==> src/sv/assert_macros.svh <==
// Assertion macros for the ordered operation id table.
// Included by RTL files that carry concurrent checks; no other dependencies.
`ifndef ASSERT_MACROS_SVH
`define ASSERT_MACROS_SVH
`ifndef SYNTHESIS
`define OOIT_ASSERT(lbl, clk, rst_n, prop) \
    lbl: assert property (@(posedge clk) disable iff (!rst_n) prop) \
        else $error("assertion failed");
`define OOIT_ASSERT_ALWAYS(lbl, clk, prop) \
    lbl: assert property (@(posedge clk) prop) \
        else $error("assertion failed");
`else
`define OOIT_ASSERT(lbl, clk, rst_n, prop)
`define OOIT_ASSERT_ALWAYS(lbl, clk, prop)
`endif
`endif

==> src/sv/ooit_pkg.sv <==
// Package for the ordered operation id table: field widths, codes, FSM states,
// and the command/status structs between controller and datapath. No dependencies.
package ooit_pkg;

    localparam int ACTION_W        = 2;
    localparam int KIND_W          = 2;
    localparam int OP_ID_W         = 64;
    localparam int COUNT_W         = 6;
    localparam int STATUS_W        = 2;
    localparam int TABLE_DEPTH_DEF = 32;
    localparam int ID_BITS_DEF     = 64;

    localparam logic KIND_NET = 1'b0;
    localparam logic KIND_STO = 1'b1;

    typedef enum logic [ACTION_W-1:0] {
        ACT_ADD  = 2'd0,
        ACT_DEL  = 2'd1,
        ACT_QRY  = 2'd2,
        ACT_NONE = 2'd3
    } t_action;

    typedef enum logic [STATUS_W-1:0] {
        STAT_OK       = 2'd0,
        STAT_BAD_KIND = 2'd1,
        STAT_FULL     = 2'd2
    } t_status;

    typedef enum logic [3:0] {
        S_IDLE,
        S_DECODE,
        S_ADD_RESP,
        S_DEL_ACK,
        S_DEL_RD,
        S_DEL_CHK,
        S_SH_RD,
        S_SH_WR,
        S_Q_RD,
        S_Q_CHK,
        S_Q_FLUSH
    } t_state;

    typedef struct packed {
        logic req_load;
        logic idx_clr;
        logic idx_inc;
        logic rd_en;
        logic rd_next;
        logic add_exec;
        logic ack_out;
        logic shift_wr;
        logic dec_total;
        logic pend_push;
        logic pend_flush;
    } t_cmd;

    typedef struct packed {
        t_action action;
        logic    kind_bad;
        logic    cnt_zero;
        logic    tbl_empty;
        logic    idx_last;
        logic    shift_done;
        logic    match_del;
        logic    match_kind;
        logic    cnt_done;
        logic    pend_valid;
        logic    out_free;
    } t_sts;

endpackage

==> src/sv/ooit_ifs.sv <==
// Request and response channel interfaces of the ordered operation id table.
// Depends on ooit_pkg for field widths.
interface ooit_req_if import ooit_pkg::*; ();
    logic                valid;
    logic                ready;
    logic [ACTION_W-1:0] action;
    logic [KIND_W-1:0]   op_kind;
    logic [OP_ID_W-1:0]  op_id;
    logic [COUNT_W-1:0]  max_count;

    modport source (output valid, action, op_kind, op_id, max_count, input ready);
    modport sink   (input valid, action, op_kind, op_id, max_count, output ready);
endinterface

interface ooit_rsp_if import ooit_pkg::*; ();
    logic                valid;
    logic                ready;
    logic [STATUS_W-1:0] status;
    logic                id_valid;
    logic [OP_ID_W-1:0]  found_id;
    logic [COUNT_W-1:0]  found_count;
    logic                last;

    modport source (output valid, status, id_valid, found_id, found_count, last,
                    input ready);
    modport sink   (input valid, status, id_valid, found_id, found_count, last,
                    output ready);
endinterface

==> src/sv/ooit_ctrl.sv <==
// Controller FSM of the ordered operation id table: sequences add, delete walk,
// gap-closing shift and query walk. Depends on ooit_pkg.
module ooit_ctrl import ooit_pkg::*; (
    input  logic i_clk,
    input  logic i_rst_n,
    input  logic i_valid,
    output logic o_ready,
    input  t_sts i_sts,
    output t_cmd o_cmd
);

    t_state r_state;
    t_state n_state;

    always_ff @(posedge i_clk) begin
        if (!i_rst_n) begin
            r_state <= S_IDLE;
        end else begin
            r_state <= n_state;
        end
    end

    always_comb begin
        n_state = r_state;
        case (r_state)
            S_IDLE: begin
                if (i_valid) begin
                    n_state = S_DECODE;
                end
            end
            S_DECODE: begin
                case (i_sts.action)
                    ACT_ADD: n_state = S_ADD_RESP;
                    ACT_DEL: n_state = i_sts.tbl_empty ? S_DEL_ACK : S_DEL_RD;
                    ACT_QRY: begin
                        if (i_sts.kind_bad || i_sts.cnt_zero || i_sts.tbl_empty) begin
                            n_state = S_IDLE;
                        end else begin
                            n_state = S_Q_RD;
                        end
                    end
                    default: n_state = S_IDLE;
                endcase
            end
            S_ADD_RESP: begin
                if (i_sts.out_free) begin
                    n_state = S_IDLE;
                end
            end
            S_DEL_ACK: begin
                if (i_sts.out_free) begin
                    n_state = S_IDLE;
                end
            end
            S_DEL_RD: n_state = S_DEL_CHK;
            S_DEL_CHK: begin
                if (i_sts.match_del) begin
                    n_state = i_sts.idx_last ? S_DEL_ACK : S_SH_RD;
                end else begin
                    n_state = i_sts.idx_last ? S_DEL_ACK : S_DEL_RD;
                end
            end
            S_SH_RD: n_state = S_SH_WR;
            S_SH_WR: n_state = i_sts.shift_done ? S_DEL_ACK : S_SH_RD;
            S_Q_RD:  n_state = S_Q_CHK;
            S_Q_CHK: begin
                if (i_sts.match_kind) begin
                    if (!i_sts.pend_valid || i_sts.out_free) begin
                        if (i_sts.cnt_done || i_sts.idx_last) begin
                            n_state = S_Q_FLUSH;
                        end else begin
                            n_state = S_Q_RD;
                        end
                    end
                end else if (i_sts.idx_last) begin
                    n_state = i_sts.pend_valid ? S_Q_FLUSH : S_IDLE;
                end else begin
                    n_state = S_Q_RD;
                end
            end
            S_Q_FLUSH: begin
                if (i_sts.out_free) begin
                    n_state = S_IDLE;
                end
            end
            default: n_state = S_IDLE;
        endcase
    end

    always_comb begin
        o_ready = 1'b0;
        o_cmd   = '0;
        case (r_state)
            S_IDLE: begin
                o_ready        = 1'b1;
                o_cmd.req_load = i_valid;
            end
            S_DECODE: o_cmd.idx_clr = 1'b1;
            S_ADD_RESP: o_cmd.add_exec = i_sts.out_free;
            S_DEL_ACK:  o_cmd.ack_out  = i_sts.out_free;
            S_DEL_RD:   o_cmd.rd_en    = 1'b1;
            S_DEL_CHK: begin
                o_cmd.dec_total = i_sts.match_del && i_sts.idx_last;
                o_cmd.idx_inc   = !i_sts.match_del && !i_sts.idx_last;
            end
            S_SH_RD: begin
                o_cmd.rd_en   = 1'b1;
                o_cmd.rd_next = 1'b1;
            end
            S_SH_WR: begin
                o_cmd.shift_wr  = 1'b1;
                o_cmd.idx_inc   = 1'b1;
                o_cmd.dec_total = i_sts.shift_done;
            end
            S_Q_RD: o_cmd.rd_en = 1'b1;
            S_Q_CHK: begin
                if (i_sts.match_kind) begin
                    if (!i_sts.pend_valid || i_sts.out_free) begin
                        o_cmd.pend_push = 1'b1;
                        o_cmd.idx_inc   = !i_sts.cnt_done && !i_sts.idx_last;
                    end
                end else begin
                    o_cmd.idx_inc = !i_sts.idx_last;
                end
            end
            S_Q_FLUSH: o_cmd.pend_flush = i_sts.out_free;
            default: o_cmd = '0;
        endcase
    end

endmodule

==> src/sv/ooit_dp.sv <==
// Datapath of the ordered operation id table: request latch, entry memory,
// walk index, pending query result and response register. Depends on ooit_pkg.
`include "assert_macros.svh"
module ooit_dp import ooit_pkg::*; #(
    parameter int TABLE_DEPTH = TABLE_DEPTH_DEF,
    parameter int ID_BITS     = ID_BITS_DEF
) (
    input  logic            i_clk,
    input  logic            i_rst_n,
    ooit_req_if.sink        i_req,
    ooit_rsp_if.source      o_rsp,
    input  t_cmd            i_cmd,
    output t_sts            o_sts
);

    localparam int IDX_W = $clog2(TABLE_DEPTH);
    localparam int CNT_W = $clog2(TABLE_DEPTH + 1);
    localparam int ENT_W = ID_BITS + 1;

    t_action              r_action;
    logic [KIND_W-1:0]    r_kind;
    logic [ID_BITS-1:0]   r_id;
    logic [COUNT_W-1:0]   r_max;

    logic [ENT_W-1:0]     r_mem [TABLE_DEPTH];
    logic [ENT_W-1:0]     r_rd_data;
    logic [CNT_W-1:0]     r_total;
    logic [CNT_W-1:0]     n_total;
    logic [IDX_W-1:0]     r_idx;

    logic                 r_pend_valid;
    logic [ID_BITS-1:0]   r_pend_id;
    logic [COUNT_W-1:0]   r_found_cnt;

    logic                 r_out_valid;
    t_status              r_out_status;
    logic                 r_out_id_valid;
    logic [OP_ID_W-1:0]   r_out_id;
    logic [COUNT_W-1:0]   r_out_cnt;
    logic                 r_out_last;

    t_status              n_out_status;
    logic                 n_out_id_valid;
    logic [OP_ID_W-1:0]   n_out_id;
    logic [COUNT_W-1:0]   n_out_cnt;
    logic                 n_out_last;

    logic                 w_kind_bad;
    logic                 w_full;
    logic                 w_add_ok;
    logic                 w_match_kind;
    logic                 w_match_del;
    logic                 w_out_free;
    logic                 w_out_load;
    logic                 w_pend_emit;
    logic [IDX_W-1:0]     w_rd_addr;
    logic                 w_wr_en;
    logic [IDX_W-1:0]     w_wr_addr;
    logic [ENT_W-1:0]     w_wr_data;

    assign w_kind_bad   = r_kind[1];
    assign w_full       = (r_total == CNT_W'(TABLE_DEPTH));
    assign w_add_ok     = !w_kind_bad && !w_full;
    assign w_match_kind = !r_kind[1] && (r_rd_data[ID_BITS] == r_kind[0]);
    assign w_match_del  = w_match_kind && (r_rd_data[ID_BITS-1:0] == r_id);
    assign w_out_free   = !r_out_valid || o_rsp.ready;
    assign w_pend_emit  = i_cmd.pend_push && r_pend_valid;
    assign w_out_load   = i_cmd.add_exec || i_cmd.ack_out || w_pend_emit
                        || i_cmd.pend_flush;

    always_comb begin
        o_sts.action     = r_action;
        o_sts.kind_bad   = w_kind_bad;
        o_sts.cnt_zero   = (r_max == '0);
        o_sts.tbl_empty  = (r_total == '0);
        o_sts.idx_last   = (CNT_W'(r_idx) + CNT_W'(1) == r_total);
        o_sts.shift_done = (CNT_W'(r_idx) + CNT_W'(2) == r_total);
        o_sts.match_del  = w_match_del;
        o_sts.match_kind = w_match_kind;
        o_sts.cnt_done   = (r_found_cnt + COUNT_W'(1) == r_max);
        o_sts.pend_valid = r_pend_valid;
        o_sts.out_free   = w_out_free;
    end

    always_ff @(posedge i_clk) begin
        if (i_cmd.req_load) begin
            r_action <= t_action'(i_req.action);
            r_kind   <= i_req.op_kind;
            r_id     <= i_req.op_id[ID_BITS-1:0];
            r_max    <= i_req.max_count;
        end
    end

    assign w_rd_addr = i_cmd.rd_next ? r_idx + IDX_W'(1) : r_idx;
    assign w_wr_en   = (i_cmd.add_exec && w_add_ok) || i_cmd.shift_wr;
    assign w_wr_addr = i_cmd.shift_wr ? r_idx : r_total[IDX_W-1:0];
    assign w_wr_data = i_cmd.shift_wr ? r_rd_data : {r_kind[0], r_id};

    always_ff @(posedge i_clk) begin
        if (w_wr_en) begin
            r_mem[w_wr_addr] <= w_wr_data;
        end
    end

    always_ff @(posedge i_clk) begin
        if (i_cmd.rd_en) begin
            r_rd_data <= r_mem[w_rd_addr];
        end
    end

    always_comb begin
        n_total = r_total;
        if (i_cmd.add_exec && w_add_ok) begin
            n_total = r_total + CNT_W'(1);
        end else if (i_cmd.dec_total) begin
            n_total = r_total - CNT_W'(1);
        end
    end

    always_ff @(posedge i_clk) begin
        if (!i_rst_n) begin
            r_total <= '0;
        end else begin
            r_total <= n_total;
        end
    end

    always_ff @(posedge i_clk) begin
        if (i_cmd.idx_clr) begin
            r_idx <= '0;
        end else if (i_cmd.idx_inc) begin
            r_idx <= r_idx + IDX_W'(1);
        end
    end

    always_ff @(posedge i_clk) begin
        if (!i_rst_n) begin
            r_pend_valid <= 1'b0;
        end else if (i_cmd.req_load || i_cmd.pend_flush) begin
            r_pend_valid <= 1'b0;
        end else if (i_cmd.pend_push) begin
            r_pend_valid <= 1'b1;
        end
    end

    always_ff @(posedge i_clk) begin
        if (i_cmd.req_load) begin
            r_found_cnt <= '0;
        end else if (i_cmd.pend_push) begin
            r_found_cnt <= r_found_cnt + COUNT_W'(1);
            r_pend_id   <= r_rd_data[ID_BITS-1:0];
        end
    end

    always_comb begin
        n_out_status   = STAT_OK;
        n_out_id_valid = 1'b0;
        n_out_id       = '0;
        n_out_cnt      = '0;
        n_out_last     = 1'b1;
        if (i_cmd.add_exec) begin
            if (w_kind_bad) begin
                n_out_status = STAT_BAD_KIND;
            end else if (w_full) begin
                n_out_status = STAT_FULL;
            end
        end else if (w_pend_emit || i_cmd.pend_flush) begin
            n_out_id_valid = 1'b1;
            n_out_id       = OP_ID_W'(r_pend_id);
            n_out_cnt      = r_found_cnt;
            n_out_last     = i_cmd.pend_flush;
        end
    end

    always_ff @(posedge i_clk) begin
        if (!i_rst_n) begin
            r_out_valid <= 1'b0;
        end else if (w_out_load) begin
            r_out_valid <= 1'b1;
        end else if (o_rsp.ready) begin
            r_out_valid <= 1'b0;
        end
    end

    always_ff @(posedge i_clk) begin
        if (w_out_load) begin
            r_out_status   <= n_out_status;
            r_out_id_valid <= n_out_id_valid;
            r_out_id       <= n_out_id;
            r_out_cnt      <= n_out_cnt;
            r_out_last     <= n_out_last;
        end
    end

    assign o_rsp.valid       = r_out_valid;
    assign o_rsp.status      = r_out_status;
    assign o_rsp.id_valid    = r_out_id_valid;
    assign o_rsp.found_id    = r_out_id;
    assign o_rsp.found_count = r_out_cnt;
    assign o_rsp.last        = r_out_last;

    `OOIT_ASSERT_ALWAYS(a_reset_clears, i_clk, !i_rst_n |=> (r_total == '0 && !r_out_valid))
    `OOIT_ASSERT(a_total_bound, i_clk, i_rst_n, r_total <= CNT_W'(TABLE_DEPTH))
    `OOIT_ASSERT(a_load_when_free, i_clk, i_rst_n, w_out_load |-> w_out_free)
    `OOIT_ASSERT(a_flush_has_pend, i_clk, i_rst_n, i_cmd.pend_flush |-> r_pend_valid)
    `OOIT_ASSERT(a_add_grows, i_clk, i_rst_n, (i_cmd.add_exec && w_add_ok) |=> (r_total == $past(r_total) + CNT_W'(1)))
    `OOIT_ASSERT(a_shift_in_range, i_clk, i_rst_n, i_cmd.shift_wr |-> (CNT_W'(r_idx) + CNT_W'(1) < r_total))

endmodule

==> src/sv/ordered_op_id_table.sv <==
// Ordered operation id table, top level.
// Request channel i_req (action, op_kind, op_id, max_count) and response
// channel o_rsp (status, id_valid, found_id, found_count, last), valid/ready.
// Add appends {kind, id} at the tail and answers with one response carrying
// ok, bad kind or full. Delete removes the first entry matching kind and id,
// moves later entries up and answers with one ok response. Query answers
// with one response per stored id of the requested kind, in table order, up
// to max_count, last set on the final one; an empty query answers nothing.
// One request at a time. Delete and query walk the table through one
// single-port-read memory, reading and then checking each entry visited.
// A new request is taken while the last response still waits in the output
// register; a stalled receiver holds the walk at the next response.
// Reset empties the table at once (entry count to zero) and drops any
// pending response; entry storage itself is not cleared.
// Depends on ooit_pkg, ooit_ifs, ooit_ctrl and ooit_dp.
module ordered_op_id_table import ooit_pkg::*; #(
    parameter int TABLE_DEPTH = TABLE_DEPTH_DEF,
    parameter int ID_BITS     = ID_BITS_DEF
) (
    input  logic        i_clk,
    input  logic        i_rst_n,
    ooit_req_if.sink    i_req,
    ooit_rsp_if.source  o_rsp
);

    t_cmd w_cmd;
    t_sts w_sts;
    logic w_ready;

    assign i_req.ready = w_ready;

    ooit_ctrl u_ctrl (
        .i_clk   (i_clk),
        .i_rst_n (i_rst_n),
        .i_valid (i_req.valid),
        .o_ready (w_ready),
        .i_sts   (w_sts),
        .o_cmd   (w_cmd)
    );

    ooit_dp #(
        .TABLE_DEPTH (TABLE_DEPTH),
        .ID_BITS     (ID_BITS)
    ) u_dp (
        .i_clk   (i_clk),
        .i_rst_n (i_rst_n),
        .i_req   (i_req),
        .o_rsp   (o_rsp),
        .i_cmd   (w_cmd),
        .o_sts   (w_sts)
    );

endmodule
==> src/flat_wrapper.sv <==
// flat-port wrapper written by rule: the top's interface ports become plain ports
module ordered_op_id_table_flat import ooit_pkg::*;
#(
    parameter int TABLE_DEPTH = TABLE_DEPTH_DEF,
    parameter int ID_BITS     = ID_BITS_DEF
)
  (i_clk, i_rst_n, i_req_valid, i_req_action, i_req_op_kind, i_req_op_id, i_req_max_count, i_req_ready, o_rsp_valid, o_rsp_status, o_rsp_id_valid, o_rsp_found_id, o_rsp_found_count, o_rsp_last, o_rsp_ready);
  ooit_req_if i_req_i ();
  ooit_rsp_if o_rsp_i ();
  input  logic i_clk;
  input  logic i_rst_n;
  input wire logic [$bits(i_req_i.valid)-1:0] i_req_valid;
  input wire logic [$bits(i_req_i.action)-1:0] i_req_action;
  input wire logic [$bits(i_req_i.op_kind)-1:0] i_req_op_kind;
  input wire logic [$bits(i_req_i.op_id)-1:0] i_req_op_id;
  input wire logic [$bits(i_req_i.max_count)-1:0] i_req_max_count;
  output wire logic [$bits(i_req_i.ready)-1:0] i_req_ready;
  output wire logic [$bits(o_rsp_i.valid)-1:0] o_rsp_valid;
  output wire logic [$bits(o_rsp_i.status)-1:0] o_rsp_status;
  output wire logic [$bits(o_rsp_i.id_valid)-1:0] o_rsp_id_valid;
  output wire logic [$bits(o_rsp_i.found_id)-1:0] o_rsp_found_id;
  output wire logic [$bits(o_rsp_i.found_count)-1:0] o_rsp_found_count;
  output wire logic [$bits(o_rsp_i.last)-1:0] o_rsp_last;
  input wire logic [$bits(o_rsp_i.ready)-1:0] o_rsp_ready;
  assign i_req_i.valid = i_req_valid;
  assign i_req_i.action = i_req_action;
  assign i_req_i.op_kind = i_req_op_kind;
  assign i_req_i.op_id = i_req_op_id;
  assign i_req_i.max_count = i_req_max_count;
  assign i_req_ready = i_req_i.ready;
  assign o_rsp_valid = o_rsp_i.valid;
  assign o_rsp_status = o_rsp_i.status;
  assign o_rsp_id_valid = o_rsp_i.id_valid;
  assign o_rsp_found_id = o_rsp_i.found_id;
  assign o_rsp_found_count = o_rsp_i.found_count;
  assign o_rsp_last = o_rsp_i.last;
  assign o_rsp_i.ready = o_rsp_ready;
  ordered_op_id_table #(.TABLE_DEPTH(TABLE_DEPTH), .ID_BITS(ID_BITS)) u_core (.i_clk(i_clk), .i_rst_n(i_rst_n), .i_req(i_req_i), .o_rsp(o_rsp_i));
endmodule
==> config.mk <==
export PLATFORM = sky130hd
export DESIGN_NAME = ordered_op_id_table_flat
export DESIGN_NICKNAME = d
export VERILOG_FILES = /design/src/sv/ooit_pkg.sv /design/src/sv/ooit_ifs.sv /design/src/sv/ooit_ctrl.sv /design/src/sv/ooit_dp.sv /design/src/sv/ordered_op_id_table.sv /design/src/flat_wrapper.sv
export VERILOG_INCLUDE_DIRS = /design/src /design/src/sv
export SDC_FILE = /design/constraint.sdc
export NUM_CORES = 2
export LEC_CHECK = 0
export BUFFER_PORTS_ARGS = -buffer_cell sky130_fd_sc_hd__buf_2
export CORE_MARGIN = 1.5
export CORE_UTILIZATION = 61
export DETAILED_ROUTE_END_ITERATION = 8
export HOLD_SLACK_MARGIN = 0.08
export PLACE_DENSITY = 0.76
export REMOVE_ABC_BUFFERS = 1
export SLEW_MARGIN = 40
export SYNTH_ARGS = -nofsm -noshare
export SYNTH_HDL_FRONTEND = slang
export SYNTH_SLANG_ARGS = --single-unit
==> constraint.sdc <==
create_clock -name i_clk -period 7.9 [get_ports i_clk]
set_input_delay 0 -clock i_clk [delete_from_list [all_inputs] [get_ports i_clk]]
set_output_delay 0 -clock i_clk [all_outputs]
set_load 0.01 [all_outputs]
Word-level counts from Yosys, hierarchy flattened
Memories as Yosys holds them, arrays and structs flattened. A register that Yosys moved wholly into a read port is not among the register bits. Index checks and enable logic that the tools add are counted.

Add/subtract/negate cells: 6. Eq/ne operators: 21. Muxes and demuxes: 43. Bitwise logic cells: 4. Reduce and logical (&&, ||, !) cells: 39.

Operators by type and width (count): $mux 65 (1); $eq 64x64->1 (1); $pmux 4 s9 (1); $mux 4 (7); $mux 1 (20); $eq 6x6->1 (3); $eq 4x3->1 const B (4); $mux 3 (5); $add 6x1->6 const B (2); $eq 4x4->1 const B (3); $logic_not 6->1 (2); $mux 6 (2); $pmux 4 s3 (1); $logic_or 1x1->1 (11); $mux 5 (2); $eq 4x2->1 const B (2); $logic_and 1x1->1 (8); $logic_not 1->1 (7); $add 5x1->6 const B (1); $add 5x2->6 const B (1); $eq 6x6->1 const B (1); $reduce_or 2->1 (3); $reduce_or 3->1 (2); $sub 6x1->6 const B (1); 17 further kinds (22).

Bits in registers: 235. Memory bits (writable): 2080. Input bits: 78. Output and inout bits: 76. Logic and storage cells: 131. Memories kept: 1.

Memory list: u_core.u_dp.r_mem (words 32, width 65, rd ports 1, clocked after memory_dff 1, write ports 1, RTL line ooit_dp.sv:25) `logic [ENT_W-1:0] r_mem [TABLE_DEPTH];`.

Logic depth before layout (Yosys ltp)
Word-level depth: 10. Gate-level depth with buffers: 13. Mapped depth without buffers: 12.

Worst setup path before layout
Ideal clock, no wire load.

Path type: reg-to-reg. Start: register u_core.u_ctrl.r_state[1]. End: register u_core.u_dp.r_out_cnt[0] (netlist: u_core.u_dp.o_rsp.found_count[0]) (enable). Setup time: 0.608 ns. Arrival: 5.816 ns. Data required time: 7.292 ns. Path slack: 1.476 ns. Stages on the path, launching flop included: 3. Buffers on the path: 0. Clock period less this slack: 6.424 ns. Cell sequence: dfxtp_1 nand3_1 o21ai_0.

Word-level cells in the longest chain between the ends: 5. Elaborated cells between the ends (all ways): 12. Classes of those cells: 4 x eq/ne; 4 x mux; 4 x reduce/logical.

RTL lines: start: declaration (RTL line ooit_ctrl.sv:12) `t_state r_state;`; start signal: assignment (RTL line ooit_ctrl.sv:19) `r_state <= n_state;`; $eq 4x2->1 or $eq 4x4->1 (tied branches) (RTL line ooit_ctrl.sv:93) `case (r_state)`; $mux 1 (RTL line ooit_ctrl.sv:93); $logic_or 1x1->1 or $logic_and 1x1->1 (tied branches) (RTL line ooit_dp.sv:68, ooit_dp.sv:67); $logic_or 1x1->1 (RTL line ooit_dp.sv:68) `assign w_out_load = i_cmd.add_exec || i_cmd.ack_out || w_pend_emit`; $logic_or 1x1->1 * (RTL line ooit_dp.sv:69) `|| i_cmd.pend_flush;`; net u_core.u_dp.w_out_load (RTL line ooit_dp.sv:54) `logic w_out_load;`; end signal: assignment (RTL line ooit_dp.sv:190) `r_out_cnt <= n_out_cnt;`; end: declaration (RTL line ooit_dp.sv:39) `logic [COUNT_W-1:0] r_out_cnt;`.

The timed path passes the listed nets; every way through them passes the cells marked *. A chain may end at the register's enable or synchronous reset.

Final worst setup path
Start: register u_core.u_ctrl.r_state[2]. End: memory u_core.u_dp.r_mem[26][40] (netlist bit) (enable).

Word-level cells in the longest chain between the ends: 6. Elaborated cells between the ends (all ways): 9. Classes of those cells: 2 x eq/ne; 5 x mux; 2 x reduce/logical.

RTL lines: $eq 4x2->1 (RTL line ooit_ctrl.sv:93); $mux 1 (RTL line ooit_ctrl.sv:93); $logic_and 1x1->1 (RTL line ooit_dp.sv:95) `assign w_wr_en = (i_cmd.add_exec && w_add_ok) || i_cmd.shift_wr;`; $logic_or 1x1->1 (RTL line ooit_dp.sv:95); $mux 1 (RTL line ooit_dp.sv:100) `if (w_wr_en) begin`; $mux 1 (not written as such) (RTL line ooit_dp.sv:101) `r_mem[w_wr_addr] <= w_wr_data;`; end: declaration (RTL line ooit_dp.sv:25).

Several ways; a longest one is shown, not always the timed one.

==> impl_metrics.yaml <==
status:
  status: "finished, final reports clean"
min_path:
  min_path_type: "in -> reg"
route:
  routed_wl_um: 236000
  post_drt_wl_per_cell_um: 33.0
  ant_nets: 0
  drt_first_pass_iters: 7
  routed_via_density: 6.68
  vias: 47700
  drc_errors: 0
  drtIter0Drc: 6986
clock_tree:
  cts-htree-levels: 4
  cts_inserted_buffers: 222
  clockBufferDepth: 3
  tritoncts: "done"
  cts.sinks: 2380
  cts_resized: 0
  cts_root_buf: "clkbuf_16"
  clock_latency_ns: 0.88
  clkTransAtPathRegs_ns: 0.06
die:
  die_w_um: 391
  fp.dieH_um: 391
  die-area_sq_um: 153000
  initial_core_util_pct: 61.3
  num_io_pins: 154
  rows: 142
  core_area_sq_um: 149000
sta:
  min_period_ns: 4.68
  rsz0062_at_grt: "false"
  worst_pin_slew_ns: 0.932
  clock_skew_ns: 0.0597
  slew_violations: 0
  setup_viol: 0
  finalCritPeriodShare_pct: 59.2
  slew_headroom_pct: 37.4
  max_freq_mhz: 214
  finalHoldViolations: 0
global_routing:
  grt_pass1_vias: 47800
  antenna_found_initial: 8
  grt_max_degree: 118
  grt.overflow.total: 0
  grt_pass1_wl_um: 336000
  grt_util_all_layers_pct: 31.3
synth:
  netlist_area_sq_um: 91700
  synth_top_area_share_pct: 77.2
  synth_cell_types: 63
  syn_area_per_cell_sq_um: 20.3
  async_reset_ff_share_pct: 0
  yosysWarnings: 0
  ys.flop_type: "edfxtp_1"
  synth_top_area_cell: "edfxtp_1"
  synth.area.top_cells: "edfxtp_1 77%, mux4_2 13%, nand2_1 2.6%, nand3_1 0.83%, mux2i_1 0.79%"
  synth-edff-count: 2357
  netlist_instances: 4518
  ys_ff_latch: 2380
  ys_seq_area_share_pct: 77.7
placement:
  io_buffers: 153
  place_congestion: 0.881
  dpl.hpwl_um: 128000
critical_path:
  crit_path_end: "u_core.u_dp.r_mem[26][40]$_DFFE_PP_"
  r2r-end: "u_core.u_dp.r_mem[26][40]$_DFFE_PP_"
  crit_chain: "nor2b_1 -> and3_4 -> nand3b_1 -> nand2_1 -> nand2_1 -> nor2_4 -> buf_4 -> buf_4"
  setup.worst_path.class: "reg -> reg"
  critPathCaptureType: "flip-flop"
  reg2regPathDepth: 8
  cp.arrival_ns: 5.15
  crit_start: "u_core.u_ctrl.r_state[2]$_SDFFE_PN0P_"
  critical_path_peak_fanout: 27
  rrSetupSlack_ns: 3.22
  start_kind: "flip-flop"
  cpPeakStageDelay_ns: 0.68
  cp.required_ns: 8.38
  slowest_stage: "nor2b_1"
  crit-reg2reg-launch: "u_core.u_ctrl.r_state[2]$_SDFFE_PN0P_"
pwr:
  finalPower_mw: 30.3
  peakVddDrop_uv: 258
  p_per_area_nw_per_um2: 291
  power.leakage_nw: 34.0
finish:
  fill_cells: 8725
  fin_util_pct: 69.7
  area_delta_synth_final_pct: 13.6
  final_common_cell: "edfxtp_1"
  drive_gt1_share_pct: 23.7
  fin_nets: 5030
  final_cell_mix: "2357 x edfxtp_1, 572 x nand2_1, 520 x mux4_2"
flow_run:
  drv_cap: 0
## cells by family (layout without fill, tap and decap cells)
family	count (synthesis)	in the layout	share of synthesized area, %
AO/OA/AOI/OAI	131	131	1.12
other	0	1	0
flip-flops	2380	2380	77.7
buffers and inverters	244	849	1.32
AND/OR/NAND/NOR	1063	1063	5.19
XOR/XNOR	99	99	0.975
adder cells (fa/ha/maj)	8	8	0.117
multiplexers	593	593	13.6
## flip-flops by register name, summed over array words and instances, names as in the netlist, 2 cells and up
| name | cells |
|---|---|
| u_core.u_dp.r_mem | 2080 |
| u_core.u_dp.r_rd_data | 65 |
| u_core.u_dp.o_rsp.found_id | 64 |
| u_core.u_dp.r_id | 64 |
| u_core.u_dp.r_pend_id | 64 |
| u_core.u_dp.o_rsp.found_count | 6 |
| u_core.u_dp.r_found_cnt | 6 |
| u_core.u_dp.r_max | 6 |
| u_core.u_dp.r_total | 6 |
| u_core.u_dp.r_idx | 5 |
| u_core.u_ctrl.r_state | 4 |
| u_core.u_dp.o_rsp.status | 2 |
| u_core.u_dp.r_action | 2 |
| u_core.u_dp.r_kind | 2 |
## Yosys cell counts, types with 7 or more instances
cell type  instances
a21oi_1           12
a32oi_1           68
and3_1            74
buf_1             18
buf_2             60
buf_4             57
clkbuf_1          95
dfxtp_1           23
edfxtp_1        2357
ha_1               7
inv_1             13
mux2i_1           72
mux4_2           520
nand2_1          636
nand3_1          152
nand4_1           16
nor2_1            61
nor2b_1           75
nor3_1             8
nor4_1             8
o21ai_0           15
xnor2_1           72
xor2_1            25
## per-layer routing
metal | GRT usage (%) | share of wire, % | vias to the layer above
met5 | 0 | 0.026 | -
met4 | 12.1 | 4.0 | 10
met3 | 7.33 | 11 | 456
met2 | 49.9 | 49 | 3307
met1 | 42.6 | 36 | 24800
li1 | - | - | 19100
## timing repair
action / in CTS / in global routing
hold endpoints to repair: 124 / 0
hold buffers: 154 / 0
setup endpoints to repair: 0 / 0
setup buffers: 0 / 0
## stage by stage
| step | cell area, sq um | std cells | TNS (ns) | hold WS [ns] | worst slack (ns) |
|---|---|---|---|---|---|
| 6_report | 104000 | 7140 | 0 | 0.259 | 3.22 |
| 5_1_grt | 104000 | 7139 | 0 | 0.265 | 3.07 |
| 4_1_cts | 104000 | 7133 | 0 | 0.182 | 3.17 |
| 3_5_place_dp | 95600 | 6576 | 0 | 0.178 | 3.26 |
| 3_3_place_gp | 95000 | 6552 | 0 | 0.176 | 2.87 |
| 2_1_floorplan | 90500 | 4287 | -786.35 | 0.0989 | -12.10 |
## cell type report
type                            instances  area [sq um]  share of cell area (%)
Clock buffer                          277          5850                    5.61
Multi-Input combinational cell       1894         19800                    19.0
Sequential cell                      2380         71200                    68.4
Tap cell                             2016          2520                    2.42
Inverter                               13          48.8                  0.0468
Clock inverter                        126           946                   0.908
Antenna cell                            1          2.50                 0.00240
Timing Repair Buffer                  433          3770                    3.62
## worst max-delay path: cells and delay by family, from the launching register on
family	cells	cell delay (ns)
buf+inv	2	1.27
flops	1	0.47
simple gates	6	2.44
## where the power goes
| part | total [mW] | internal, mW | leakage, nW | switching, mW |
|---|---|---|---|---|
| logic | 5.60 | 2.39 | 9.32 | 3.21 |
| clock network | 10.1 | 5.50 | 3.31 | 4.58 |
| registers | 14.6 | 14.4 | 21.3 | 0.240 |
## worst min path at each step
stage	from	to	slack, ns	cells after the start
finish	i_req_valid	u_core.u_ctrl.r_state[3]$_SDFFE_PN0P_	0.26	5
global route	i_req_valid	u_core.u_ctrl.r_state[3]$_SDFFE_PN0P_	0.26	5
CTS	o_rsp_ready	u_core.u_ctrl.r_state[1]$_SDFFE_PN0P_	0.18	5
detailed placement	i_req_op_id[30]	u_core.u_dp.r_id[30]$_DFFE_PP_	0.18	1
global placement	i_req_op_id[22]	u_core.u_dp.r_id[22]$_DFFE_PP_	0.18	1
floorplan	i_req_action[0]	u_core.u_dp.r_action[0]$_DFFE_PP_	0.1	0
Power figures use the tool's default switching activity.
